**src/rtl/core/scbe_pkg.sv**
```systemverilog
// ----------------------------------------------------------------------------
// scbe_pkg
// Shared types and constants for the sound code byte encoder: request codes,
// code types, byte prefixes, dictionary geometry and pipeline item structs.
// ----------------------------------------------------------------------------
package scbe_pkg;

    // Dictionary geometry
    localparam int DICT_ENTRIES = 128;
    localparam int CHUNK        = (DICT_ENTRIES < 32) ? DICT_ENTRIES : 32;
    localparam int NCHUNK       = (DICT_ENTRIES + CHUNK - 1) / CHUNK;
    localparam int LOC_W        = (CHUNK > 1) ? $clog2(CHUNK) : 1;
    localparam int IDX_W        = 9;

    // Field widths
    localparam int REQ_W  = 2;
    localparam int CODE_W = 40;
    localparam int SLOT_W = 7;
    localparam int BYTE_W = 8;

    // Request codes
    localparam logic [REQ_W-1:0] REQ_ENCODE = 2'd0;
    localparam logic [REQ_W-1:0] REQ_LOAD   = 2'd1;
    localparam logic [REQ_W-1:0] REQ_CLEAR  = 2'd2;

    // Code types (bits 39..32)
    localparam logic [BYTE_W-1:0] TYPE_VOL   = 8'd1;
    localparam logic [BYTE_W-1:0] TYPE_FREQ  = 8'd2;
    localparam logic [BYTE_W-1:0] TYPE_CTRL  = 8'd4;
    localparam logic [BYTE_W-1:0] TYPE_FULL  = 8'd7;
    localparam logic [BYTE_W-1:0] TYPE_LABEL = 8'd8;
    localparam logic [BYTE_W-1:0] TYPE_SPAN  = 8'd9;

    // Byte prefixes
    localparam logic [15:0]       WORD_BASE   = 16'hf000;
    localparam logic [BYTE_W-1:0] PFX_FULL    = 8'ha0;
    localparam logic [BYTE_W-1:0] PFX_CTRL    = 8'h90;
    localparam logic [BYTE_W-1:0] PFX_FREQ    = 8'hc0;
    localparam logic [BYTE_W-1:0] PFX_VOL     = 8'he0;
    localparam logic [BYTE_W-1:0] PFX_OTHER   = 8'h80;

    // Input item
    typedef struct packed {
        logic [REQ_W-1:0]  req_type;
        logic [CODE_W-1:0] code;
        logic [SLOT_W-1:0] entry_slot;
        logic [CODE_W-1:0] entry_key;
    } t_in;

    // Result item
    typedef struct packed {
        logic [BYTE_W-1:0] out_byte;
        logic              last_byte;
    } t_out;

    // Item inside the dictionary search pipeline
    typedef struct packed {
        logic [REQ_W-1:0]  req_type;
        logic [CODE_W-1:0] code;
        logic [SLOT_W-1:0] entry_slot;
        logic [CODE_W-1:0] entry_key;
        logic              hit;
        logic [BYTE_W-1:0] slot;
    } t_pipe;

    // Formatted bytes of one code, byte 0 leaves first
    typedef struct packed {
        logic [2:0][BYTE_W-1:0] bytes;
        logic [1:0]             cnt;
    } t_fmt;

endpackage

```
**src/rtl/core/scbe_dict_stage.sv**
```systemverilog
// ----------------------------------------------------------------------------
// scbe_dict_stage
// One pipeline stage that owns a chunk of dictionary entries. Loads and clears
// update the chunk as they pass, encodes are compared against it, so every
// item sees exactly the dictionary left by the items ahead of it.
// ----------------------------------------------------------------------------
module scbe_dict_stage (
    input  logic                       i_clk,
    input  logic                       i_rst_n,
    input  logic [scbe_pkg::IDX_W-1:0] i_base,
    input  logic                       i_valid,
    output logic                       o_ready,
    input  scbe_pkg::t_pipe            i_item,
    output logic                       o_valid,
    input  logic                       i_ready,
    output scbe_pkg::t_pipe            o_item
);
    import scbe_pkg::*;

    logic [CODE_W-1:0] r_keys [CHUNK];
    logic [CHUNK-1:0]  r_keyv;
    logic [CHUNK-1:0]  match;
    logic [CHUNK-1:0]  wsel;
    logic              hit_here;
    logic [LOC_W-1:0]  hit_loc;
    t_pipe             r_item;
    t_pipe             n_item;
    logic              r_valid;
    logic              move;

    assign o_ready = !r_valid || i_ready;
    assign move    = i_valid && o_ready;
    assign o_valid = r_valid;
    assign o_item  = r_item;

    // per-entry compare and write select
    always_comb begin
        for (int j = 0; j < CHUNK; j++) begin
            match[j] = r_keyv[j] && (r_keys[j] == i_item.code);
            wsel[j]  = (IDX_W'(i_item.entry_slot) == i_base + IDX_W'(j))
                       && ((i_base + IDX_W'(j)) < IDX_W'(DICT_ENTRIES));
        end
    end

    // lowest matching entry wins
    always_comb begin
        hit_here = 1'b0;
        hit_loc  = '0;
        for (int j = CHUNK - 1; j >= 0; j--) begin
            if (match[j]) begin
                hit_here = 1'b1;
                hit_loc  = LOC_W'(j);
            end
        end
    end

    // earlier chunks hold lower slots, keep their hit
    always_comb begin
        n_item = i_item;
        if (!i_item.hit && hit_here) begin
            n_item.hit  = 1'b1;
            n_item.slot = BYTE_W'(i_base + IDX_W'(hit_loc));
        end
    end

    // stage register
    always_ff @(posedge i_clk) begin
        if (!i_rst_n) begin
            r_valid <= 1'b0;
        end else if (o_ready) begin
            r_valid <= i_valid;
        end
    end

    always_ff @(posedge i_clk) begin
        if (move) begin
            r_item <= n_item;
        end
    end

    // entry valid bits
    always_ff @(posedge i_clk) begin
        if (!i_rst_n) begin
            r_keyv <= '0;
        end else if (move) begin
            if (i_item.req_type == REQ_CLEAR) begin
                r_keyv <= '0;
            end else if (i_item.req_type == REQ_LOAD) begin
                for (int j = 0; j < CHUNK; j++) begin
                    if (wsel[j]) begin
                        r_keyv[j] <= 1'b1;
                    end
                end
            end
        end
    end

    // entry keys, no reset
    always_ff @(posedge i_clk) begin
        if (move && (i_item.req_type == REQ_LOAD)) begin
            for (int j = 0; j < CHUNK; j++) begin
                if (wsel[j]) begin
                    r_keys[j] <= i_item.entry_key;
                end
            end
        end
    end

endmodule

```
**config.mk**
```make
export PLATFORM = sky130hd
export DESIGN_NAME = scbe_dict_stage
export DESIGN_NICKNAME = d
export VERILOG_FILES = /design/src/rtl/core/scbe_pkg.sv /design/src/rtl/core/scbe_dict_stage.sv
export SDC_FILE = /design/constraint.sdc
export NUM_CORES = 2
export LEC_CHECK = 0
export BUFFER_PORTS_ARGS = -buffer_cell sky130_fd_sc_hd__buf_2
export CAP_MARGIN = 10
export CORE_ASPECT_RATIO = 1.25
export CORE_MARGIN = 4
export CORE_UTILIZATION = 25
export CTS_CLUSTER_DIAMETER = 60
export DETAILED_ROUTE_END_ITERATION = 8
export GPL_ROUTABILITY_DRIVEN = 0
export PLACE_DENSITY_LB_ADDON = 0.2
export SLEW_MARGIN = 15
export SYNTH_ARGS = -nofsm -noshare
export SYNTH_HDL_FRONTEND = slang
export SYNTH_SLANG_ARGS = --single-unit
```
**constraint.sdc**
```tcl
create_clock -name i_clk -period 23.4 [get_ports i_clk]
set_input_delay 1.17 -clock i_clk [delete_from_list [all_inputs] [get_ports i_clk]]
set_output_delay 1.17 -clock i_clk [all_outputs]
set_load 0.02 [all_outputs]
```
==> results_dict.tcl <==
set metrics [dict create \
    slew_headroom_pct 23.9 \
    synthesis.area_sq_um 61200 \
    cts_resized 0 \
    drtAntennaViolNets 0 \
    areaGrowthSynthToFinish_pct 16.2 \
    peakVddDrop_uv 55.1 \
    synth_compound_area_share_pct 2.33 \
    dieArea_sq_um 253000 \
    p_int_mw 4.24 \
    fmax_ghz 0.157 \
    min_period_ns 6.38 \
    synthArstFlopShare_pct 0 \
    crit_path_end_kind "register" \
    ctsHoldBuffers 0 \
    die_y_microns 561 \
    combPwrFrac_pct 8.4 \
    finalCritPeriodShare_pct 27.3 \
    worst_pin_slew_ns 1.14 \
    syn_nets 4157 \
    synth_area_per_cell_sq_um 15.2 \
    gr-total-overflow 0 \
    port_buffers 210 \
    drive_gt1_share_pct 13.9 \
    critical_path_class "in -> reg" \
    cts_made_buffers 159 \
    synth-simple-area-share_pct 6.76 \
    final_cell_mix "edfxtp_1, xnor2_1, xor2_1, nand4_1, buf_4" \
    gr-usage-all-layers_pct 19.9 \
    route.vias.total 36778 \
    p_sw_mw 1.42 \
    p_clk_share_pct 42.3 \
    post_cts_buffers 0 \
    power_density_nw_per_um2 79.5 \
    drc 0 \
    wl_per_cell_microns 33.8 \
    antenna_found_initial 26 \
    routed_wl_microns 261000 \
    status "finished clean" \
    cts_buffer_depth 4 \
    core_sq_um 243000 \
    start_util_pct 25.2 \
    critPathRequiredTime_ns 23.97 \
    start_kind "input port" \
    dpl.hpwl_microns 152000 \
    rsz0062_at_grt "false" \
    sw_frac_of_total_pct 25.1 \
    grt_pass1_wl_microns 343000 \
    first_pass_iters 7 \
    clock_skew_ns 0.0587 \
    synth-xor-area-share_pct 18.7 \
    setup_viol 0 \
    synth_edf_count 1378 \
    root_buffer "clkbuf_16" \
    synth_fa_ha_area_share_pct 0.564 \
    final_hold_viol_count 0 \
    grt_max_degree 56 \
    arrival_ns 6.95 \
    num_rows 202 \
    final_nets 4478 \
    seq_area_frac_synth_pct 68.6 \
    pin_count 211 \
    synthesis.instances 4019 \
    cts.clk_slew.worst_paths_ns 0.06 \
    clk_latency_ns 0.83 \
    mostFrequentLayoutCell "edfxtp_1" \
    drt_iter0_markers 4212 \
    power_leakage_nw 22.1 \
    synth_cell_types 63 \
    ys_warn_count 0 \
    ctsHtreeMaxLevel 4 \
    slew_viol_final 0 \
    ys_ff_latch 1411 \
    die_x_microns 451 \
    maxCapViolations 0 \
    power_mw 5.66 \
    viasPerCell 4.77 \
    seqPwrFrac_pct 49.3 \
    synth_top_family_by_area "XOR/XNOR gates" \
    hold_class "reg -> reg" \
    ys.flop_type "edfxtp_1" \
    grt_pass1_vias 35816 \
    cts_tree "yes" \
    cts_sinks 1411 \
    setup_tns_ns 0 \
    muxShareOfSynthArea_pct 0.278 \
    cp_max_fo 18 \
]
[cell usage after synthesis, drive strengths merged, types with 3 or more instances]
library cell	number	share of area, %
a21boi	5	0.061
nor2	122	0.75
xnor2	863	12
nand3	60	0.49
a31oi	12	0.12
and2	3	0.031
nand2b	11	0.11
a222oi	4	0.065
inv	67	0.41
a221oi	3	0.043
edfxtp	1378	68
dfxtp	33	1.1
o2111ai	6	0.086
a21o	6	0.074
o211ai	6	0.074
mux2i	8	0.13
o31a	10	0.14
clkbuf	31	0.19
nand4	236	2.4
a41oi	5	0.071
o21ai	41	0.34
nor2b	11	0.12
buf	166	2.2
a21oi	91	0.76
o22ai	14	0.14
o2bb2ai	3	0.043
ha	26	0.53
a211oi	4	0.049
xor2	443	6.3
nor4	158	1.6
nor3	49	0.41
nand2	98	0.60
o221ai	4	0.057
or3	5	0.051
mux2	8	0.15
[path summary, 6_finish.rpt]
kind                                    to            from  depth (start not counted)  slack, ns
worst max register to register   o_item[6]  r_keys[1][313]                         18      17.75
worst max-delay path             o_item[6]      i_item[70]                         20      17.02
worst min register to register  r_keyv[29]      r_keyv[29]                          2       0.49
worst min-delay path            r_keyv[29]      r_keyv[29]                          2       0.49
[metal layers]
metal / global-route usage (%) / share of wire [%] / up-vias / wire (microns)
met1: 25.2 / 40 / 19793 / 106000
met5: 0 / 0.0077 / - / 20
met4: 5.41 / 2.9 / 2 / 7530
met2: 36.0 / 51 / 1375 / 134000
li1: - / - / 15311 / -
met3: 2.10 / 5.2 / 297 / 13500
[through the flow]
step	utilization (%)	hold slack, ns	std cells	instance area (sq um)	setup slack (ns)
6_report	29.3	0.486	7715	71200	17.02
3_3_place_gp	27.3	0.458	7442	66400	16.20
5_1_grt	29.3	0.532	7714	71200	16.88
2_1_floorplan	-	0.430	4019	61200	14.80
3_5_place_dp	27.3	0.468	7442	66400	16.29
4_1_cts	29.3	0.486	7712	71100	17.13
[critical path: stages]
cell       delay [ns]
buf_4            0.51
buf_4            0.59
xnor2_1          0.18
nand4_1          0.24
nor4_1           0.51
nand4_1          0.54
nor2b_1          0.31
a311oi_1         0.37
o2111ai_1        0.23
a221oi_1         0.50
ha_1             0.28
inv_1            0.07
fa_1             0.40
nor2b_1          0.13
o21ai_0          0.09
nand2b_1         0.12
a21o_1           0.16
nand2_1          0.07
xnor2_1          0.13
mux2_2           0.26
[cell type report]
| type | count | area [sq um] |
|---|---|---|
| diodes | 2 | 5.00 |
| clock buffers | 198 | 4200 |
| clock inverters | 72 | 568 |
| fillers | 24495 | 172000 |
| inverters | 68 | 258 |
| multi-input cells | 2343 | 17800 |
| flip-flops and latches | 1411 | 42000 |
| well taps | 3264 | 4080 |
| repair buffers | 357 | 2270 |
[power groups by stage]
stage                     logic [mW]  registers, mW  clock network [mW]
final                          0.476           2.79                2.40
after CTS                      0.480           2.79                2.44
after detailed placement       0.479           2.84                   0
after floorplan                0.211           2.86                   0
after global placement         0.480           2.84                   0
after global routing           0.490           2.79                2.54
[state kept, by name, summed over array words and instances (netlist names)]
name     count
o_item      98
o_valid      1
r_keys    1280
r_keyv      32
[kinds of logic (layout without fill, tap and decap cells)]
group	count (synthesis)	count (layout)
AO/OA/AOI/OAI	228	228
XOR/XNOR	1306	1306
adder cells (fa/ha/maj)	27	27
buffers and inverters	265	695
flip-flops	1411	1411
multiplexers	16	16
other	0	2
AND/OR/NAND/NOR	766	766
(Power assumes the default switching activity.)
