<file path="src/rtl/core/scbe_pkg.sv">
// ----------------------------------------------------------------------------
// scbe_pkg
// Shared types and constants for the sound code byte encoder: request codes,
// code types, byte prefixes, dictionary geometry and pipeline item structs.
// ----------------------------------------------------------------------------
package scbe_pkg;

    // Dictionary geometry
    localparam int DICT_ENTRIES = 128;
    localparam int CHUNK        = (DICT_ENTRIES < 32) ? DICT_ENTRIES : 32;
    localparam int NCHUNK       = (DICT_ENTRIES + CHUNK - 1) / CHUNK;
    localparam int LOC_W        = (CHUNK > 1) ? $clog2(CHUNK) : 1;
    localparam int IDX_W        = 9;

    // Field widths
    localparam int REQ_W  = 2;
    localparam int CODE_W = 40;
    localparam int SLOT_W = 7;
    localparam int BYTE_W = 8;

    // Request codes
    localparam logic [REQ_W-1:0] REQ_ENCODE = 2'd0;
    localparam logic [REQ_W-1:0] REQ_LOAD   = 2'd1;
    localparam logic [REQ_W-1:0] REQ_CLEAR  = 2'd2;

    // Code types (bits 39..32)
    localparam logic [BYTE_W-1:0] TYPE_VOL   = 8'd1;
    localparam logic [BYTE_W-1:0] TYPE_FREQ  = 8'd2;
    localparam logic [BYTE_W-1:0] TYPE_CTRL  = 8'd4;
    localparam logic [BYTE_W-1:0] TYPE_FULL  = 8'd7;
    localparam logic [BYTE_W-1:0] TYPE_LABEL = 8'd8;
    localparam logic [BYTE_W-1:0] TYPE_SPAN  = 8'd9;

    // Byte prefixes
    localparam logic [15:0]       WORD_BASE   = 16'hf000;
    localparam logic [BYTE_W-1:0] PFX_FULL    = 8'ha0;
    localparam logic [BYTE_W-1:0] PFX_CTRL    = 8'h90;
    localparam logic [BYTE_W-1:0] PFX_FREQ    = 8'hc0;
    localparam logic [BYTE_W-1:0] PFX_VOL     = 8'he0;
    localparam logic [BYTE_W-1:0] PFX_OTHER   = 8'h80;

    // Input item
    typedef struct packed {
        logic [REQ_W-1:0]  req_type;
        logic [CODE_W-1:0] code;
        logic [SLOT_W-1:0] entry_slot;
        logic [CODE_W-1:0] entry_key;
    } t_in;

    // Result item
    typedef struct packed {
        logic [BYTE_W-1:0] out_byte;
        logic              last_byte;
    } t_out;

    // Item inside the dictionary search pipeline
    typedef struct packed {
        logic [REQ_W-1:0]  req_type;
        logic [CODE_W-1:0] code;
        logic [SLOT_W-1:0] entry_slot;
        logic [CODE_W-1:0] entry_key;
        logic              hit;
        logic [BYTE_W-1:0] slot;
    } t_pipe;

    // Formatted bytes of one code, byte 0 leaves first
    typedef struct packed {
        logic [2:0][BYTE_W-1:0] bytes;
        logic [1:0]             cnt;
    } t_fmt;

endpackage

</file>
<file path="src/rtl/core/scbe_format.sv">
// ----------------------------------------------------------------------------
// scbe_format
// Builds the zero to three bytes of one code from its fields and the
// dictionary hit. Items that produce no bytes are dropped here.
// ----------------------------------------------------------------------------
module scbe_format (
    input  logic            i_clk,
    input  logic            i_rst_n,
    input  logic            i_valid,
    output logic            o_ready,
    input  scbe_pkg::t_pipe i_item,
    output logic            o_valid,
    input  logic            i_ready,
    output scbe_pkg::t_fmt  o_item
);
    import scbe_pkg::*;

    logic [BYTE_W-1:0] ty;
    logic [BYTE_W-1:0] c;
    logic [BYTE_W-1:0] f;
    logic [BYTE_W-1:0] v;
    logic [BYTE_W-1:0] s;
    logic              sus_en;
    logic [BYTE_W-1:0] sus;
    logic [15:0]       word;
    t_fmt              n_fmt;
    t_fmt              r_fmt;
    logic              r_valid;

    assign ty     = i_item.code[39:32];
    assign c      = i_item.code[31:24];
    assign f      = i_item.code[23:16];
    assign v      = i_item.code[15:8];
    assign s      = i_item.code[7:0];
    assign sus_en = (s > 8'd1);
    assign sus    = PFX_OTHER + (s - 8'd1);
    assign word   = WORD_BASE + i_item.code[15:0];

    assign o_ready = !r_valid || i_ready;
    assign o_valid = r_valid;
    assign o_item  = r_fmt;

    // byte layout per code type
    always_comb begin
        n_fmt.bytes = '0;
        n_fmt.cnt   = 2'd0;
        unique case (ty)
            TYPE_SPAN: begin
                if (i_item.hit) begin
                    n_fmt.bytes[0] = i_item.slot;
                    n_fmt.cnt      = 2'd1;
                end else begin
                    n_fmt.bytes[0] = word[7:0];
                    n_fmt.bytes[1] = word[15:8];
                    n_fmt.cnt      = 2'd2;
                end
            end
            TYPE_LABEL: begin
                n_fmt.cnt = 2'd0;
            end
            TYPE_FULL: begin
                if (i_item.hit) begin
                    n_fmt.bytes[0] = i_item.slot;
                    n_fmt.cnt      = 2'd1;
                end else begin
                    n_fmt.bytes[0] = PFX_FULL + f;
                    n_fmt.bytes[1] = {c[3:0], 4'h0} | v;
                    n_fmt.bytes[2] = sus;
                    n_fmt.cnt      = sus_en ? 2'd3 : 2'd2;
                end
            end
            TYPE_CTRL: begin
                n_fmt.bytes[0] = PFX_CTRL + c;
                n_fmt.bytes[1] = sus;
                n_fmt.cnt      = sus_en ? 2'd2 : 2'd1;
            end
            TYPE_FREQ: begin
                n_fmt.bytes[0] = PFX_FREQ + f;
                n_fmt.bytes[1] = sus;
                n_fmt.cnt      = sus_en ? 2'd2 : 2'd1;
            end
            TYPE_VOL: begin
                n_fmt.bytes[0] = PFX_VOL + v;
                n_fmt.bytes[1] = sus;
                n_fmt.cnt      = sus_en ? 2'd2 : 2'd1;
            end
            default: begin
                n_fmt.bytes[0] = (i_item.code == '0) ? 8'h00 : (PFX_OTHER + s);
                n_fmt.cnt      = 2'd1;
            end
        endcase
        if (i_item.req_type != REQ_ENCODE) begin
            n_fmt.cnt = 2'd0;
        end
    end

    // stage register, empty items do not occupy it
    always_ff @(posedge i_clk) begin
        if (!i_rst_n) begin
            r_valid <= 1'b0;
        end else if (o_ready) begin
            r_valid <= i_valid && (n_fmt.cnt != 2'd0);
        end
    end

    always_ff @(posedge i_clk) begin
        if (i_valid && o_ready) begin
            r_fmt <= n_fmt;
        end
    end

endmodule

</file>
<file path="config.mk">
export PLATFORM = sky130hd
export DESIGN_NAME = scbe_format
export DESIGN_NICKNAME = d
export VERILOG_FILES = /design/src/rtl/core/scbe_pkg.sv /design/src/rtl/core/scbe_format.sv
export SDC_FILE = /design/constraint.sdc
export NUM_CORES = 1
export LEC_CHECK = 0
export BUFFER_PORTS_ARGS = -buffer_cell sky130_fd_sc_hd__buf_2
export CAP_MARGIN = 5
export CORE_ASPECT_RATIO = 0.7
export CORE_MARGIN = 8
export CORE_UTILIZATION = 30
export CTS_BUF_LIST = sky130_fd_sc_hd__clkbuf_4
export DETAILED_ROUTE_END_ITERATION = 10
export GPL_TIMING_DRIVEN = 1
export RECOVER_POWER = 25
export SETUP_SLACK_MARGIN = 0.4
export SYNTH_ARGS = -nofsm -noshare
export SYNTH_HDL_FRONTEND = slang
export SYNTH_SLANG_ARGS = --single-unit
</file>
<file path="constraint.sdc">
create_clock -name i_clk -period 3.9 [get_ports i_clk]
set_input_delay 0.585 -clock i_clk [delete_from_list [all_inputs] [get_ports i_clk]]
set_output_delay 0.585 -clock i_clk [all_outputs]
set_load 0.01 [all_outputs]
</file>
==> results.sh, run 1 <==
export IMPL_status="completed"
export IMPL_crit_family="simple AND/OR/NAND/NOR gates"
export IMPL_cp_startpoint="i_item[93]"
export IMPL_cp_start_kind="primary input"
export IMPL_hp_start="i_rst_n"
export IMPL_skew_ns=0.006203
export IMPL_arrival_ns=2.87
export IMPL_clk_pin_slew_ns=0.16
export IMPL_initial_core_util_pct=30.58
export IMPL_ios=130
export IMPL_cts_resized=0
export IMPL_n_antenna_cell=0
export IMPL_wl_mm=6.229
export IMPL_synth_most_common_cell="edfxtp_1"
export IMPL_endpoint_kind="flop"
export IMPL_ff2ff_setup_slack_ns=2.12
export IMPL_clkLatencyLatePin_ns=0.34
export IMPL_antenna_found_initial=0
export IMPL_slew_headroom_pct=21.30
export IMPL_drc_errors=0
export IMPL_routabilityCongestion=0.9398
export IMPL_cp_depth=6
export IMPL_min_path_type="in2reg"
export IMPL_yosysSeqAreaShare_pct=42.75
export IMPL_first_pass_iters=4
export IMPL_rsz0062_at_grt="false"
export IMPL_syn_inst=195
export IMPL_postPlaceCellArea_um2=2365
export IMPL_synthesis_area_um2=1873
export IMPL_drtIter0Drc=159
export IMPL_p_per_area_nw_per_um2=250.0
export IMPL_vdd_drop_max_mv=0.1093
export IMPL_synth_area_top_cells="edfxtp_1 (42%), ha_1 (6.7%), nor2_1 (4.0%)"
export IMPL_slew_violations=0
export IMPL_port_buffers=82
export IMPL_ctsHtreeMaxLevel=1
export IMPL_ant_nets=0
export IMPL_path_buf_inv=1
export IMPL_setup_viol=0
export IMPL_synth_nets=307
export IMPL_yosysWarnings=0
export IMPL_cts_hold_buf=0
export IMPL_endpoint="o_item[7]$_DFFE_PP_"
export IMPL_area_growth_syn_to_layout_pct=26.52
export IMPL_path_cells="buf_2 > or4_1 > or3_1 > or4_1 > a21o_1 > a211o_1"
export IMPL_grtUsageTotal_pct=13.75
export IMPL_r2r_cells=2
export IMPL_post_drt_wl_per_cell_um=17.60
export IMPL_synth_distinct_cells=46
export IMPL_cts_root_buffer="clkbuf_4"
export IMPL_grt_pass1_vias=1960
export IMPL_grt_ovfl_total=0
export IMPL_die_h_um=82.11
export IMPL_syn_avg_cell_area_um2=9.605
export IMPL_final_nets=389
export IMPL_ys_top_cells_by_count="edfxtp_1 (26), nor2_1 (20), nand2_1 (17)"
export IMPL_max_clock_freq_ghz=0.3622
export IMPL_synth_edf_count=26
export IMPL_crit_type="in2reg"
export IMPL_numCtsBuffers=3
export IMPL_via_per_inst=5.226
export IMPL_worst_slew_pin_slew_ns=1.181
export IMPL_stdcell_area_um2=2370
export IMPL_period_needed_ns=2.761
export IMPL_cts_tree="yes"
export IMPL_critical_path_max_fanout=7
export IMPL_cp_required_ns=4.01
export IMPL_die_area_um2=9068
export IMPL_vias=1850
export IMPL_slowest_delay_ns=0.65
export IMPL_cts_path_max_buffers=2
export IMPL_netlist_area_leader_share_pct=41.68
export IMPL_reg2reg_to="o_item[17]$_DFFE_PP_"
export IMPL_core_area_um2=6126
export IMPL_cts_setup_buffers=0
export IMPL_fp_dieW_um=110.4
export IMPL_synth_async_sr_flop_share_pct=0
export IMPL_r2r_start="o_valid$_SDFFE_PN0N_"
export IMPL_cap_viol_max_count=0
export IMPL_yosysTopAreaCell="edfxtp_1"
export IMPL_cpMostUsedCell="or4_1"
export IMPL_num_rows=24
export IMPL_hpwlAfterDp_mm=5.082
export IMPL_finalCritPeriodShare_pct=70.79
export IMPL_grt_max_degree=27
export IMPL_p_leak_uw=0.0009708
export IMPL_clock_sinks=27
export IMPL_synthFlopType="edfxtp_1"
export IMPL_drive_gt1_share_pct=26.09
export IMPL_critPathSlowestCell="or4_1"
export IMPL_ys_ff_latch=27
export IMPL_grt_pass1_wl_mm=9.998
export IMPL_final_setup_tns_ns=0
export IMPL_hold_violations=0
## worst reg2reg max path, cell delays in order, from the launching register on
cell and delay [ns]:
dfxtp_1 0.35, nand2b_1 0.12, and2_1 0.93
## cell type report
class	count	area, µm²
sequential	27	800.8
tap	78	97.59
multi-input combinational	151	1007
clock inverter	1	7.507
clock buffer	3	22.52
fill	661	3756
timing repair buffer	83	392.9
inverter	11	41.29
## state kept, by name (all words and copies together), names as in the netlist
name     flops
o_item      26
o_valid      1
## cell families after synthesis
family / synth area share (%)
simple gates: 20.71
flops: 42.75
buf+inv: 3.473
compound gates: 21.24
xor+xnor: 5.143
fa+ha+maj: 6.680
## per-stage QoR
stage	hold slack [ns]	util, %	power [µW]	cells	setup slack [ns]
6_report	0.4500	38.68	592.3	354	1.139
5_1_grt	0.4336	38.68	623.4	354	1.050
4_1_cts	0.4353	39.09	603.2	354	1.162
3_5_place_dp	0.5945	38.60	469.4	350	0.7866
3_3_place_gp	0.6008	38.60	466.3	350	0.8005
2_1_floorplan	0.6572	-	401.0	195	1.068
## placed cells by master (no fill, tap or decap), types with 3 or more instances in the layout
cell / count
buf_2: 62
edfxtp_1: 26
nor2_1: 20
clkbuf_1: 20
nand2_1: 17
o21ai_0: 12
inv_1: 11
ha_1: 10
xor2_1: 6
a21o_1: 6
a22o_1: 6
nand3_1: 5
xnor2_1: 5
nand2b_1: 5
a221o_1: 5
o211ai_1: 4
nor4_1: 4
nor3_1: 4
a21oi_1: 4
nand4_1: 3
o22ai_1: 3
clkbuf_4: 3
## per-layer routing
layer / vias up / global-route usage [%] / part of all wire (%)
met2: 87 / 22.12 / 44
met1: 849 / 17.39 / 46
li1: 903 / - / -
met3: 11 / 4.185 / 8.3
met5: - / 0 / 0
met4: 0 / 4.832 / 1.8
## power breakdown
| group | switching, µW | internal, µW | total (µW) |
|---|---|---|---|
| registers | 3.69 | 334 | 337 |
| clock network | 93.5 | 39.4 | 133 |
| logic | 72.5 | 49.7 | 122 |
## worst min path at each step
stage	endpoint	slack (ns)	depth (start not counted)
after floorplan	o_valid$_SDFFE_PN0N_	0.66	2
after global placement	o_valid$_SDFFE_PN0N_	0.60	2
after detailed placement	o_valid$_SDFFE_PN0N_	0.59	2
after CTS	o_valid$_SDFFE_PN0N_	0.44	3
after global routing	o_valid$_SDFFE_PN0N_	0.43	3
final	o_valid$_SDFFE_PN0N_	0.45	3
No activity file was read; power rests on OpenSTA's default activity.
==> run 2, diff against run 1 <==
- ABC_AREA: unset -> 1
- clock period: 3.9 -> 2.4 ns (I/O delays scaled with it)
==> run 2 against run 1 <==
Effect of this change:
- synthesized area rose by 8.8%
- cell count rose by 23%
- flip-flop and latch count is the same
- critical path type unchanged
- largest cell class unchanged
- highest routed layer unchanged
==> results.sh, run 2 <==
export IMPL_grt_pass1_wl_mm=10.32
export IMPL_synth_most_common_cell="inv_1"
export IMPL_setup_viol=0
export IMPL_hpwlAfterDp_mm=5.502
export IMPL_stdcell_area_um2=2601
export IMPL_path_cells="buf_2 > inv_1 > nand2_1 > o22ai_1 > a211oi_1 > nand3b_1"
export IMPL_cap_viol_max_count=0
export IMPL_n_antenna_cell=0
export IMPL_initial_core_util_pct=30.59
export IMPL_synthesis_area_um2=2038
export IMPL_postPlaceCellArea_um2=2571
export IMPL_core_area_um2=6663
export IMPL_largest_reg_flops=26
export IMPL_yosysTopAreaCell="edfxtp_1"
export IMPL_skew_ns=0.009780
export IMPL_slowest_delay_ns=0.38
export IMPL_syn_avg_cell_area_um2=7.931
export IMPL_grt_max_degree=27
export IMPL_period_needed_ns=1.516
export IMPL_arrival_ns=1.62
export IMPL_cts_resized=0
export IMPL_nFillCells=717
export IMPL_worst_slew_pin_slew_ns=0.4562
export IMPL_final_common_cell="buf_2"
export IMPL_wl_mm=6.511
export IMPL_grt_ovfl_total=0
export IMPL_clk_pin_slew_ns=0.17
export IMPL_hold_violations=0
export IMPL_post_drt_wl_per_cell_um=14.93
export IMPL_critPathSlowestCell="nand2_1"
export IMPL_yosysSeqAreaShare_pct=39.29
export IMPL_vdd_drop_max_mv=0.1624
export IMPL_p_per_area_nw_per_um2=380.3
export IMPL_ff_latch_area_um2=800.8
export IMPL_synthFlopType="edfxtp_1"
export IMPL_final_setup_tns_ns=0
export IMPL_drc_errors=0
export IMPL_via_per_inst=4.722
export IMPL_multiInputGateArea_um2=1044
export IMPL_clkLatencyLatePin_ns=0.35
export IMPL_ys_ff_latch=27
export IMPL_cts_root_buffer="clkbuf_4"
export IMPL_power_uw=989.2
export IMPL_area_growth_syn_to_layout_pct=27.62
export IMPL_cts_hold_buf=0
export IMPL_port_buffers=82
export IMPL_cts_tree="yes"
export IMPL_status="completed"
export IMPL_synth_distinct_cells=33
export IMPL_first_pass_iters=4
export IMPL_fp_dieW_um=114.5
export IMPL_cts_path_max_buffers=2
export IMPL_slew_violations=0
export IMPL_synth_edf_count=26
export IMPL_cts_setup_buffers=0
export IMPL_die_h_um=84.96
export IMPL_finalCritPeriodShare_pct=63.18
export IMPL_netlist_area_leader_share_pct=38.31
export IMPL_vias=2059
export IMPL_drive_gt1_share_pct=30.12
export IMPL_grtUsageTotal_pct=13.33
export IMPL_min_path_type="in2reg"
export IMPL_slew_headroom_pct=69.51
export IMPL_drtIter0Drc=194
export IMPL_antenna_found_initial=0
export IMPL_numCtsBuffers=3
export IMPL_ant_nets=0
export IMPL_layout_common_cells="buf_2 (82), inv_1 (46), nand2_1 (45)"
export IMPL_syn_inst=257
export IMPL_ios=130
export IMPL_clock_sinks=27
export IMPL_ctsHtreeMaxLevel=1
export IMPL_synth_nets=369
export IMPL_final_nets=455
export IMPL_synth_async_sr_flop_share_pct=0
export IMPL_num_rows=25
export IMPL_endpoint_kind="flop"
export IMPL_yosysWarnings=0
export IMPL_ys_top_cells_by_count="inv_1 (46), nand2_1 (45), nor2_1 (31)"
export IMPL_routabilityCongestion=0.8893
export IMPL_cp_required_ns=2.50
export IMPL_p_leak_uw=0.001285
export IMPL_cp_start_kind="primary input"
export IMPL_critical_path_max_fanout=14
export IMPL_grt_pass1_vias=2026
export IMPL_crit_type="in2reg"
export IMPL_synth_area_top_cells="edfxtp_1 (38%), inv_1 (8.5%), nand2_1 (8.3%)"
export IMPL_max_clock_freq_ghz=0.6595
export IMPL_die_area_um2=9729
export IMPL_rsz0062_at_grt="false"
==> run 2: changes by cell type after synthesis, moves of 4 or more <==
| cell | change |
|---|---|
| nor2_1 | +11 |
| nand2b_1 | -5 |
| nand2_1 | +28 |
| a221o_1 | -5 |
| a22o_1 | -6 |
| a21o_1 | -6 |
| o221ai_1 | +4 |
| nand3_1 | +6 |
| o32ai_1 | +4 |
| clkbuf_1 | -4 |
| o22ai_1 | +11 |
| inv_1 | +35 |
==> run 2: stage by stage <==
step | utilization (%) | hold slack (ns) | std cells | setup WS (ns)
3_5_place_dp | 38.59 | 0.5152 | 432 | 0.5089
2_1_floorplan | - | 0.4815 | 257 | 0.8161
5_1_grt | 39.04 | 0.1905 | 436 | 0.7783
6_report | 39.04 | 0.2037 | 436 | 0.8838
3_3_place_gp | 38.59 | 0.5055 | 432 | 0.5326
4_1_cts | 39.04 | 0.1975 | 436 | 0.9061
==> run 2: power breakdown <==
group / leakage, µW / switching (µW) / internal [µW]
Combinational: 0.00100 / 132 / 85.5
Clock: 0.0000139 / 161 / 63.9
Sequential: 0.000267 / 5.16 / 542
Total: 0.00128 / 298 / 691
==> run 2: final timing paths <==
check / cells after the start / slack (ns) / from / end
worst min-delay path: 3 / 0.20 / i_rst_n / o_valid$_SDFFE_PN0N_
worst max-delay path: 6 / 0.88 / i_item[8] / o_item[5]$_DFFE_PP_
worst max register to register: 2 / 1.25 / o_valid$_SDFFE_PN0N_ / o_item[9]$_DFFE_PP_
worst min register to register: 2 / 0.54 / o_valid$_SDFFE_PN0N_ / o_valid$_SDFFE_PN0N_
==> run 2: area by class of cell <==
| type | count | area share [%] |
|---|---|---|
| inverter | 49 | 7.071 |
| clock buffer | 3 | 0.8658 |
| timing repair buffer | 84 | 16.35 |
| tap | 94 | 4.521 |
| clock inverter | 1 | 0.2886 |
| sequential | 27 | 30.78 |
| multi-input combinational | 178 | 40.12 |
==> run 2: layer usage <==
layer  part of all wire (%)  global-route usage, %  vias to the layer above
met3                    8.4                  3.898                        9
met1                     50                  19.59                      925
met5                      0                      0                        -
met4                   0.95                  1.324                        0
li1                       -                      -                     1047
met2                     41                  19.05                       78
==> run 2: worst max-delay path, delay by kind of cell <==
| family | cells | cell delay, ns |
|---|---|---|
| AND/OR/NAND/NOR | 2 | 0.52 |
| buffers and inverters | 2 | 0.39 |
| AO/OA/AOI/OAI | 2 | 0.33 |
==> run 2: kinds of logic (layout without fill, tap and decap cells) <==
| family | Yosys count | after routing | share of synthesized area [%] |
|---|---|---|---|
| adders and majority gates | 10 | 10 | 6.139 |
| buffers and inverters | 52 | 137 | 9.699 |
| and+or+nand+nor | 112 | 112 | 25.29 |
| AOI/OAI and AO/OA | 45 | 45 | 14.86 |
| xor gates and xnor gates | 11 | 11 | 4.727 |
| DFF | 27 | 27 | 39.29 |
