<file path="config.mk">
export PLATFORM = sky130hd
export DESIGN_NAME = scbe_serial
export DESIGN_NICKNAME = d
export VERILOG_FILES = /design/src/rtl/core/scbe_pkg.sv /design/src/rtl/core/scbe_serial.sv
export SDC_FILE = /design/constraint.sdc
export NUM_CORES = 1
export LEC_CHECK = 0
export BUFFER_PORTS_ARGS = -buffer_cell sky130_fd_sc_hd__buf_4
export CORE_MARGIN = 4
export CORE_UTILIZATION = 49
export DETAILED_ROUTE_END_ITERATION = 16
export GPL_TIMING_DRIVEN = 1
export PLACE_DENSITY = 0.78
export SYNTH_ARGS = -nofsm -noshare
export SYNTH_HDL_FRONTEND = slang
export SYNTH_SLANG_ARGS = --single-unit
</file>
<file path="constraint.sdc">
create_clock -name i_clk -period 2.4 [get_ports i_clk]
set_input_delay 0.6 -clock i_clk [delete_from_list [all_inputs] [get_ports i_clk]]
set_output_delay 0.6 -clock i_clk [all_outputs]
set_load 0.01 [all_outputs]
</file>
<file path="src/rtl/core/scbe_pkg.sv">
// ----------------------------------------------------------------------------
// scbe_pkg
// Shared types and constants for the sound code byte encoder: request codes,
// code types, byte prefixes, dictionary geometry and pipeline item structs.
// ----------------------------------------------------------------------------
package scbe_pkg;

    // Dictionary geometry
    localparam int DICT_ENTRIES = 128;
    localparam int CHUNK        = (DICT_ENTRIES < 32) ? DICT_ENTRIES : 32;
    localparam int NCHUNK       = (DICT_ENTRIES + CHUNK - 1) / CHUNK;
    localparam int LOC_W        = (CHUNK > 1) ? $clog2(CHUNK) : 1;
    localparam int IDX_W        = 9;

    // Field widths
    localparam int REQ_W  = 2;
    localparam int CODE_W = 40;
    localparam int SLOT_W = 7;
    localparam int BYTE_W = 8;

    // Request codes
    localparam logic [REQ_W-1:0] REQ_ENCODE = 2'd0;
    localparam logic [REQ_W-1:0] REQ_LOAD   = 2'd1;
    localparam logic [REQ_W-1:0] REQ_CLEAR  = 2'd2;

    // Code types (bits 39..32)
    localparam logic [BYTE_W-1:0] TYPE_VOL   = 8'd1;
    localparam logic [BYTE_W-1:0] TYPE_FREQ  = 8'd2;
    localparam logic [BYTE_W-1:0] TYPE_CTRL  = 8'd4;
    localparam logic [BYTE_W-1:0] TYPE_FULL  = 8'd7;
    localparam logic [BYTE_W-1:0] TYPE_LABEL = 8'd8;
    localparam logic [BYTE_W-1:0] TYPE_SPAN  = 8'd9;

    // Byte prefixes
    localparam logic [15:0]       WORD_BASE   = 16'hf000;
    localparam logic [BYTE_W-1:0] PFX_FULL    = 8'ha0;
    localparam logic [BYTE_W-1:0] PFX_CTRL    = 8'h90;
    localparam logic [BYTE_W-1:0] PFX_FREQ    = 8'hc0;
    localparam logic [BYTE_W-1:0] PFX_VOL     = 8'he0;
    localparam logic [BYTE_W-1:0] PFX_OTHER   = 8'h80;

    // Input item
    typedef struct packed {
        logic [REQ_W-1:0]  req_type;
        logic [CODE_W-1:0] code;
        logic [SLOT_W-1:0] entry_slot;
        logic [CODE_W-1:0] entry_key;
    } t_in;

    // Result item
    typedef struct packed {
        logic [BYTE_W-1:0] out_byte;
        logic              last_byte;
    } t_out;

    // Item inside the dictionary search pipeline
    typedef struct packed {
        logic [REQ_W-1:0]  req_type;
        logic [CODE_W-1:0] code;
        logic [SLOT_W-1:0] entry_slot;
        logic [CODE_W-1:0] entry_key;
        logic              hit;
        logic [BYTE_W-1:0] slot;
    } t_pipe;

    // Formatted bytes of one code, byte 0 leaves first
    typedef struct packed {
        logic [2:0][BYTE_W-1:0] bytes;
        logic [1:0]             cnt;
    } t_fmt;

endpackage

</file>
<file path="src/rtl/core/scbe_serial.sv">
// ----------------------------------------------------------------------------
// scbe_serial
// Output register that sends the bytes of one code one per cycle while the
// receiver is ready and takes the next code in the cycle its last byte leaves.
// ----------------------------------------------------------------------------
module scbe_serial (
    input  logic           i_clk,
    input  logic           i_rst_n,
    input  logic           i_valid,
    output logic           o_ready,
    input  scbe_pkg::t_fmt i_item,
    output logic           o_valid,
    input  logic           i_ready,
    output scbe_pkg::t_out o_data
);
    import scbe_pkg::*;

    logic [2:0][BYTE_W-1:0] r_b;
    logic [1:0]             r_cnt;
    logic                   take;
    logic                   load;

    assign o_valid          = (r_cnt != 2'd0);
    assign o_data.out_byte  = r_b[0];
    assign o_data.last_byte = (r_cnt == 2'd1);
    assign take             = o_valid && i_ready;
    assign o_ready          = (r_cnt == 2'd0) || ((r_cnt == 2'd1) && i_ready);
    assign load             = i_valid && o_ready;

    // bytes left of the current code
    always_ff @(posedge i_clk) begin
        if (!i_rst_n) begin
            r_cnt <= 2'd0;
        end else if (load) begin
            r_cnt <= i_item.cnt;
        end else if (take) begin
            r_cnt <= r_cnt - 2'd1;
        end
    end

    // byte shifter
    always_ff @(posedge i_clk) begin
        if (load) begin
            r_b <= i_item.bytes;
        end else if (take) begin
            r_b <= {8'h00, r_b[2], r_b[1]};
        end
    end

endmodule

</file>
==> summary.md, run 1 <==
| Metric | Value |
|---|---|
| Outcome | `finished, final reports clean` |
| Clock-pin slew on the worst setup and hold paths | `approximately 0.13 ns` |
| Worst hold margin | `0.514 ns` |
| CTS HTree Levels | `1` |
| Standard-cell row count | `17` |
| Residual DRC | `0` |
| Vias | `716` |
| Critical Path Source | `r_cnt[0]$_SDFFE_PN0P_` |
| Clock power frac | `a little under an eighth` |
| Number of buffers and inverters on the critical path | `2` |
| Ordered list of cells on the worst path | `inv_1, ha_1, a21o_4, buf_4` |
| Part of the total power dissipated in combinational logic | `38.8%` |
| Clock Path Buffers | `2` |
| RR Endpoint | `o_data[7]$_DFFE_PP_` |
| Final period utilization | `83.6%` |
| Leading post-synthesis cells by cell area | `sky130_fd_sc_hd__edfxtp_1 (58%), sky130_fd_sc_hd__mux2_4 (11%), sky130_fd_sc_hd__buf_4 (4.8%)` |
| Launch point of the worst reg-to-reg path | `r_cnt[0]$_SDFFE_PN0P_` |
| Leak pwr | `0.696 nW` |
| Layout cells sized above 1 | `a little over half` |
| Number of max-cap violations | `0` |
| Horiz. Die Dim | `about 60 um` |
| Overall power of the completed layout | `between 1.5 and 2 mW` |
| Average footprint of a synthesized cell | `15.7 sq um` |
| Ranking of synthesized cells by instance count | `sky130_fd_sc_hd__edfxtp_1 (24), sky130_fd_sc_hd__mux2_4 (9), sky130_fd_sc_hd__and3_1 (8), sky130_fd_sc_hd__buf_4 (8)` |
| Cell with the largest stage delay on the worst path | `sky130_fd_sc_hd__dfxtp_1` |
| Die height | `58.4 um` |
| Number of placed instances with taps included | `137` |
| Actual transition at the worst max-transition pin | `0.382 ns` |
| Core occupancy in the finished layout | `66.1%` |
| Max-slew violation count | `0` |
| Routed wire length per instance | `13.8 um` |
| Area of the core | `0.00232 sq mm` |
| Clock root buffer | `sky130_fd_sc_hd__clkbuf_4` |
| Flop and latch count out of synthesis | `26` |
| End of the critical path | `o_ready` |
| Num ports | `41` |
| Most used standard cell by instance count after synthesis | `sky130_fd_sc_hd__edfxtp_1` |
| Worst hold-check path type | `register to register` |
| Count of flip-flops with a built-in enable after synthesis | `24` |
| Number of cells on the worst reg-to-reg path | `5` |
| Switching power | `~440 uW` |
| Mapped cell area | `0.00124 sq mm` |
| Areal power density over the cells | `1010 mW/mm^2` |
| Final setup violation count | `0` |
| Shortest period the worst path allows | `~2.0 ns` |
| Stages on worst setup path | `4` |
| Number of endpoints with negative hold slack in the final report | `0` |
| Register-to-register path setup slack | `0.59 ns` |
| Number of iterations in the first detailed-routing pass | `4` |
| Number of buffers inserted to repair setup after CTS | `0` |
| Average vias per placed instance | `roughly 5` |
| Clk Latency, worst-skew pair | `0.31 ns` |
| Syn Nets | `111` |
| Worst voltage drop across the vdd grid | `0.000632 V` |
| Global-route wire length before repair | `3080 um` |
| Critical path's top delay family | `flip-flops` |
| Arrival time at the worst endpoint | `1.41 ns` |
| Port buffer count | `40` |
| Max_slew headroom | `approximately three quarters` |
| Ys async rst share | `0%` |
| Antenna violations before repair | `0` |
| Share of Yosys cell area claimed by the top area cell type | `58.0%` |
| Total global-route track usage | `11.8%` |
| Synth Flop Type | `sky130_fd_sc_hd__edfxtp_1` |
| Number of hold buffers added after cts | `0` |
| Worst stage delay on the critical path | `roughly 0.40 ns` |
| Total Routed Length | `1950 um` |
| Max FO, Critical Path | `13` |
| Sequential-to-total area share from yosys stat | `61.2%` |
| Antenna Cells | `0` |
| Post-Syn Instances | `79` |
| Required time of the worst setup path | `1.80 ns` |
| Int Power | `1.10 mW` |
| Critical path launch point type | `register` |
| Dominant cell type by area after synthesis | `sky130_fd_sc_hd__edfxtp_1` |
| Number of global-route vias before repair | `700` |
| Sw frac | `28.6%` |
| Initial standard-cell utilization of the core | `53.6%` |
| RSZ-0062 raised after global routing | `false` |
| Type of destination of the critical path | `primary output` |
| Sequential share of power | `between 40% and 50%` |
| Distinct cell type count after synthesis | `21` |
| Synth-to-Final Area Change | `23.3%` |
| Violation count after the first detailed-routing iteration | `9` |
| Synth warnings | `0` |
| Number of clock sinks | `26` |
| Highest Clock Rate | `0.498 GHz` |
| TritonCTS Buffers | `3` |
| Critical Setup Path Class | `register to primary output` |
| Post-DP HPWL | `between 1000 and 1500 um` |
| Largest clock skew in the final design | `0.00126 ns` |
| Final instance count without filler cells | `141` |
| Pin count of the biggest net entering global routing | `19` |
| Final net count | `146` |
| Number of nets still failing antenna checks after routing | `0` |
| DIE AREA | `0.00341 sq mm` |
| Gates resized, CTS repair | `0` |
| Clock tree from TritonCTS | `yes` |
| Weighted congestion reported at the end of routability-driven placement | `0.663` |
| Final-layout setup total negative slack | `0 ns` |
| GRT overflow | `0` |
## flip-flops by register name, indices dropped and copies added (netlist names)
| signal | flops |
|---|---|
| o_data | 8 |
| r_b | 16 |
| r_cnt | 2 |
## per-stage QoR
step	setup slack, ns	instance area, sq um
after global placement	0.546	1510
after detailed placement	0.518	1510
final	0.393	1530
after CTS	0.390	1530
after floorplan	0.691	1240
after global routing	0.301	1530
## routing by layer
| metal | wire length [um] | track usage (%) | vias up | share of wire, % |
|---|---|---|---|---|
| met3 | 164 | 2.63 | 2 | 8.4 |
| met1 | 797 | 14.7 | 333 | 41 |
| met2 | 979 | 20.1 | 27 | 50 |
| met4 | 9 | 3.97 | 0 | 0.46 |
| li1 | - | - | 354 | - |
| met5 | 0 | 0 | - | 0 |
## cell type report
cell class,instances,area (sq um)
Fill cell,178,787
Multi-Input combinational cell,37,383
Inverter,5,18.8
Clock inverter,1,3.75
Clock buffer,3,22.5
Sequential cell,26,761
Tap cell,28,35.0
Timing Repair Buffer,41,308
## power groups by stage
stage / Sequential (mW) / Combinational (mW) / Clock [mW]
6_report: 0.762 / 0.599 / 0.184
2_1_floorplan: 0.759 / 0.478 / 0
3_5_place_dp: 0.776 / 0.602 / 0
3_3_place_gp: 0.767 / 0.589 / 0
4_1_cts: 0.764 / 0.604 / 0.187
5_1_grt: 0.779 / 0.642 / 0.206
## worst min-delay path: stages (launching register included)
cell,delay (ns)
sky130_fd_sc_hd__dfxtp_1,0.36
sky130_fd_sc_hd__nand2_1,0.06
sky130_fd_sc_hd__a31oi_1,0.06
## worst min-delay path by stage
stage	slack (ns)	end	from	cells past startpoint
floorplan	0.47	r_cnt[0]$_SDFFE_PN0P_	r_cnt[0]$_SDFFE_PN0P_	2
global placement	0.49	r_cnt[0]$_SDFFE_PN0P_	r_cnt[0]$_SDFFE_PN0P_	2
detailed placement	0.49	r_cnt[0]$_SDFFE_PN0P_	r_cnt[0]$_SDFFE_PN0P_	2
CTS	0.51	r_cnt[0]$_SDFFE_PN0P_	r_cnt[0]$_SDFFE_PN0P_	2
global route	0.54	r_cnt[0]$_SDFFE_PN0P_	i_rst_n	3
finish	0.51	r_cnt[0]$_SDFFE_PN0P_	r_cnt[0]$_SDFFE_PN0P_	2
## kinds of logic after synthesis
logic type	Yosys count	synth area share [%]
DFF	26	61.2
muxes	17	18.0
buffers and inverters	16	7.96
and+or+nand+nor	13	6.44
AOI/OAI and AO/OA	5	4.33
adders and majority gates	2	2.01
## cells in the final DEF, fill, tap and decap left out
cell / Yosys / routed
sky130_fd_sc_hd__edfxtp_1: 24 / 24
sky130_fd_sc_hd__a21o_4: 1 / 1
sky130_fd_sc_hd__mux2_1: 2 / 2
sky130_fd_sc_hd__inv_1: 5 / 5
sky130_fd_sc_hd__buf_4: 8 / 41
sky130_fd_sc_hd__nand2_1: 1 / 1
sky130_fd_sc_hd__a211o_1: 1 / 1
sky130_fd_sc_hd__mux2i_1: 1 / 1
sky130_fd_sc_hd__a31oi_1: 1 / 1
sky130_fd_sc_hd__ha_1: 2 / 2
sky130_fd_sc_hd__a2111o_1: 1 / 1
sky130_fd_sc_hd__nand3_1: 3 / 3
sky130_fd_sc_hd__mux2_4: 9 / 9
sky130_fd_sc_hd__clkinv_1: 0 / 1
sky130_fd_sc_hd__nand2_4: 1 / 1
sky130_fd_sc_hd__clkbuf_4: 0 / 3
sky130_fd_sc_hd__o211ai_2: 1 / 1
sky130_fd_sc_hd__dfxtp_1: 2 / 2
sky130_fd_sc_hd__mux2_2: 5 / 5
sky130_fd_sc_hd__and3_1: 8 / 8
Power figures use the tool's default switching activity.
==> run 2: changes to the inputs <==
--- a/config.mk
+++ b/config.mk
@@ -5,12 +5,13 @@
 export SDC_FILE = /design/constraint.sdc
 export NUM_CORES = 1
 export LEC_CHECK = 0
+export ABC_AREA = 1
 export BUFFER_PORTS_ARGS = -buffer_cell sky130_fd_sc_hd__buf_4
 export CORE_MARGIN = 4
 export CORE_UTILIZATION = 49
 export DETAILED_ROUTE_END_ITERATION = 16
 export GPL_TIMING_DRIVEN = 1
-export PLACE_DENSITY = 0.78
+export PLACE_DENSITY = 0.77
 export SYNTH_ARGS = -nofsm -noshare
 export SYNTH_HDL_FRONTEND = slang
 export SYNTH_SLANG_ARGS = --single-unit
==> constraint.sdc (replaced) <==
create_clock -name i_clk -period 2 [get_ports i_clk]
set_input_delay 0.5 -clock i_clk [delete_from_list [all_inputs] [get_ports i_clk]]
set_output_delay 0.5 -clock i_clk [all_outputs]
set_load 0.01 [all_outputs]
==> summary.md, run 2 <==
| Metric | Value |
|---|---|
| Port buffer count | `40` |
| Vias | `916` |
| Ordered list of cells on the worst path | `inv_1, ha_1, nand2_1, nand2_8, buf_4` |
| Most frequent cells in the layout | `sky130_fd_sc_hd__buf_4 (40), sky130_fd_sc_hd__nand2_1 (38), sky130_fd_sc_hd__edfxtp_1 (24)` |
| Average footprint of a synthesized cell | `between 9 and 10 sq um` |
| Number of buffers and inverters on the critical path | `2` |
| Leak pwr | `0.743 nW` |
| Register with the highest flop count | `r_b` |
| Syn Nets | `160` |
| Clk Latency, worst-skew pair | `0.31 ns` |
| Number of max-cap violations | `0` |
| Synth warnings | `0` |
| Actual transition at the worst max-transition pin | `0.609 ns` |
| Antenna Cells | `0` |
| DIE AREA | `0.00348 sq mm` |
| Flop and latch count out of synthesis | `26` |
| Type of destination of the critical path | `primary output` |
| GRT overflow | `0` |
| Final net count | `approximately 190` |
| Synth-to-Final Area Change | `20.6%` |
| Dominant cell type by area after synthesis | `sky130_fd_sc_hd__edfxtp_1` |
| Global-route wire length before repair | `3650 um` |
| Total area of multi-input combinational cells | `362 sq um` |
| Antenna violations before repair | `0` |
| Horiz. Die Dim | `59.0 um` |
| Clock root buffer | `sky130_fd_sc_hd__clkbuf_4` |
| Num ports | `between 40 and 50` |
| Clock Path Buffers | `2` |
| Initial standard-cell utilization of the core | `51.4%` |
| Share of Yosys cell area claimed by the top area cell type | `56.6%` |
| Highest Clock Rate | `0.523 GHz` |
| Average vias per placed instance | `4.87` |
| Total Routed Length | `2390 um` |
| Weighted congestion reported at the end of routability-driven placement | `about 0.66` |
| Cell with the largest stage delay on the worst path | `sky130_fd_sc_hd__dfxtp_1` |
| Most used standard cell by instance count after synthesis | `sky130_fd_sc_hd__nand2_1` |
| Number of hold buffers added after cts | `0` |
| Critical path's top delay family | `flip-flops` |
| Final instance count without filler cells | `approximately 190` |
| Register-to-register path setup slack | `0.31 ns` |
| Leading post-synthesis cells by cell area | `sky130_fd_sc_hd__edfxtp_1 (57%), sky130_fd_sc_hd__nand2_1 (11%), sky130_fd_sc_hd__nand3_1 (7.1%)` |
| Number of endpoints with negative hold slack in the final report | `0` |
| Count of flip-flops with a built-in enable after synthesis | `24` |
| Arrival time at the worst endpoint | `about 1.4 ns` |
| Pin count of the biggest net entering global routing | `29` |
| Distinct cell type count after synthesis | `16` |
| Final worst-path setup slack | `around 0.086 ns` |
| Worst hold-check path type | `input pin to register` |
| Clock-pin slew on the worst setup and hold paths | `0.13 ns` |
| Routed wire length per instance | `~13 um` |
| Synth Flop Type | `sky130_fd_sc_hd__edfxtp_1` |
| Critical Setup Path Class | `register to primary output` |
| Post-DP HPWL | `1730 um` |
| Final-layout setup total negative slack | `0 ns` |
| Areal power density over the cells | `about 1400 mW/mm^2` |
| Worst stage delay on the critical path | `around 0.35 ns` |
| Overall power of the completed layout | `2.21 mW` |
| Ys async rst share | `0%` |
| Leading cell type in the layout, fill and taps excluded | `sky130_fd_sc_hd__buf_4` |
| Largest clock skew in the final design | `between 0.005 and 0.006 ns` |
| Layout cells sized above 1 | `a little under a third` |
| Area taken by flip-flops and latches | `762 sq um` |
| Max FO, Critical Path | `21` |
| Clock tree from TritonCTS | `yes` |
| RSZ-0062 raised after global routing | `false` |
| Number of global-route vias before repair | `855` |
| Area of the core | `about 0.0025 sq mm` |
| Required time of the worst setup path | `1.50 ns` |
| TritonCTS Buffers | `3` |
| Outcome | `finished, final reports clean` |
| Violation count after the first detailed-routing iteration | `14` |
| CTS HTree Levels | `1` |
| Final setup violation count | `0` |
| Pre-CTS worst setup slack | `0.272 ns` |
| Standard-cell row count | `18` |
| Number of nets still failing antenna checks after routing | `0` |
| Critical path launch point type | `register` |
| Largest register FFs | `16` |
| Worst voltage drop across the vdd grid | `0.000883 V` |
| Fill cell count | `about 230` |
| Max_slew headroom | `59.2%` |
| Die height | `just under 60 um` |
| Number of iterations in the first detailed-routing pass | `4` |
| Shortest period the worst path allows | `between 1.5 and 2 ns` |
| Residual DRC | `0` |
| Number of placed instances with taps included | `approximately 180` |
| Final period utilization | `95.7%` |
| Total global-route track usage | `about 14%` |
| Mapped cell area | `0.00127 sq mm` |
| Number of clock sinks | `26` |
| Max-slew violation count | `0` |
| Sequential-to-total area share from yosys stat | `59.7%` |
| Ranking of synthesized cells by instance count | `sky130_fd_sc_hd__nand2_1 (38), sky130_fd_sc_hd__edfxtp_1 (24), sky130_fd_sc_hd__nand3_1 (18)` |
| Post-Syn Instances | `128` |
==> run 2: cell count changes in the layout (fill, tap and decap cells not counted), moves of 2 or more <==
cell	change
sky130_fd_sc_hd__nand2_1	+37
sky130_fd_sc_hd__nand3_1	+15
sky130_fd_sc_hd__nor2_1	+10
sky130_fd_sc_hd__mux2_4	-9
sky130_fd_sc_hd__and3_1	-8
sky130_fd_sc_hd__inv_1	+7
sky130_fd_sc_hd__mux2_2	-5
sky130_fd_sc_hd__mux2_1	-2
sky130_fd_sc_hd__o21ai_0	+2
==> run 2: cells by family (layout without fill, tap and decap cells) <==
| family | after synthesis | after routing | share of synthesized area (%) |
|---|---|---|---|
| buffers and inverters | 27 | 57 | 12.6 |
| AOI/OAI and AO/OA | 3 | 3 | 1.47 |
| DFF | 26 | 26 | 59.7 |
| and+or+nand+nor | 70 | 70 | 24.3 |
| adders and majority gates | 2 | 2 | 1.96 |
==> run 2: cell type report <==
class	instances	area share, %
multi-input cells	75	23.5
clock buffers	4	1.71
flip-flops and latches	26	49.6
well taps	30	2.44
inverters	13	3.18
repair buffers	40	19.5
==> run 2: routing by layer <==
metal | wire length [um] | vias to the layer above | global-route usage, %
li1 | - | 466 | -
met1 | 894 | 415 | 15.2
met2 | 1290 | 33 | 27.3
met3 | 192 | 2 | 2.40
met4 | 10 | 0 | 4.85
met5 | 0 | - | 0
==> run 2: repair_timing <==
action / CTS / global route
gates resized for setup: 0 / 2
endpoints found under the setup margin: 0 / 1
buffers inserted: 0 / 0
==> run 2: power by group <==
part	switching (mW)	leakage, nW	total [mW]	internal (mW)
Combinational	0.583	0.473	0.940	0.357
Sequential	0.0739	0.256	1.05	0.978
Clock	0.144	0.0150	0.221	0.0778
Total	0.801	0.743	2.21	1.41
==> run 2: worst register-to-register path, stage by stage (launching register included) <==
cell and delay [ns]:
sky130_fd_sc_hd__dfxtp_2 0.37, sky130_fd_sc_hd__inv_1 0.07, sky130_fd_sc_hd__ha_1 0.23, sky130_fd_sc_hd__inv_2 0.12, sky130_fd_sc_hd__nand2_1 0.08, sky130_fd_sc_hd__nand2_2 0.46, sky130_fd_sc_hd__o21ai_0 0.15, sky130_fd_sc_hd__inv_1 0.08
sky130_fd_sc_hd__nand2_1 0.05, sky130_fd_sc_hd__inv_1 0.05
==> run 2: path summary, 6_finish.rpt <==
path,from,to,cells past startpoint
max reg2reg,r_cnt[0]$_SDFFE_PN0P_,r_cnt[0]$_SDFFE_PN0P_,9
max,r_cnt[1]$_SDFFE_PN0P_,o_ready,5
min reg2reg,r_b[15]$_DFFE_PP_,o_data[8]$_DFFE_PP_,2
min,i_rst_n,r_cnt[1]$_SDFFE_PN0P_,3
==> run 2: per-stage QoR <==
| step | hold slack (ns) | util, % | area [sq um] |
|---|---|---|---|
| 2_1_floorplan | 0.487 | - | 1270 |
| 6_report | 0.452 | 62.0 | 1540 |
| 3_5_place_dp | 0.497 | 60.6 | 1500 |
| 5_1_grt | 0.449 | 62.0 | 1540 |
| 4_1_cts | 0.442 | 61.6 | 1530 |
| 3_3_place_gp | 0.495 | 60.6 | 1500 |
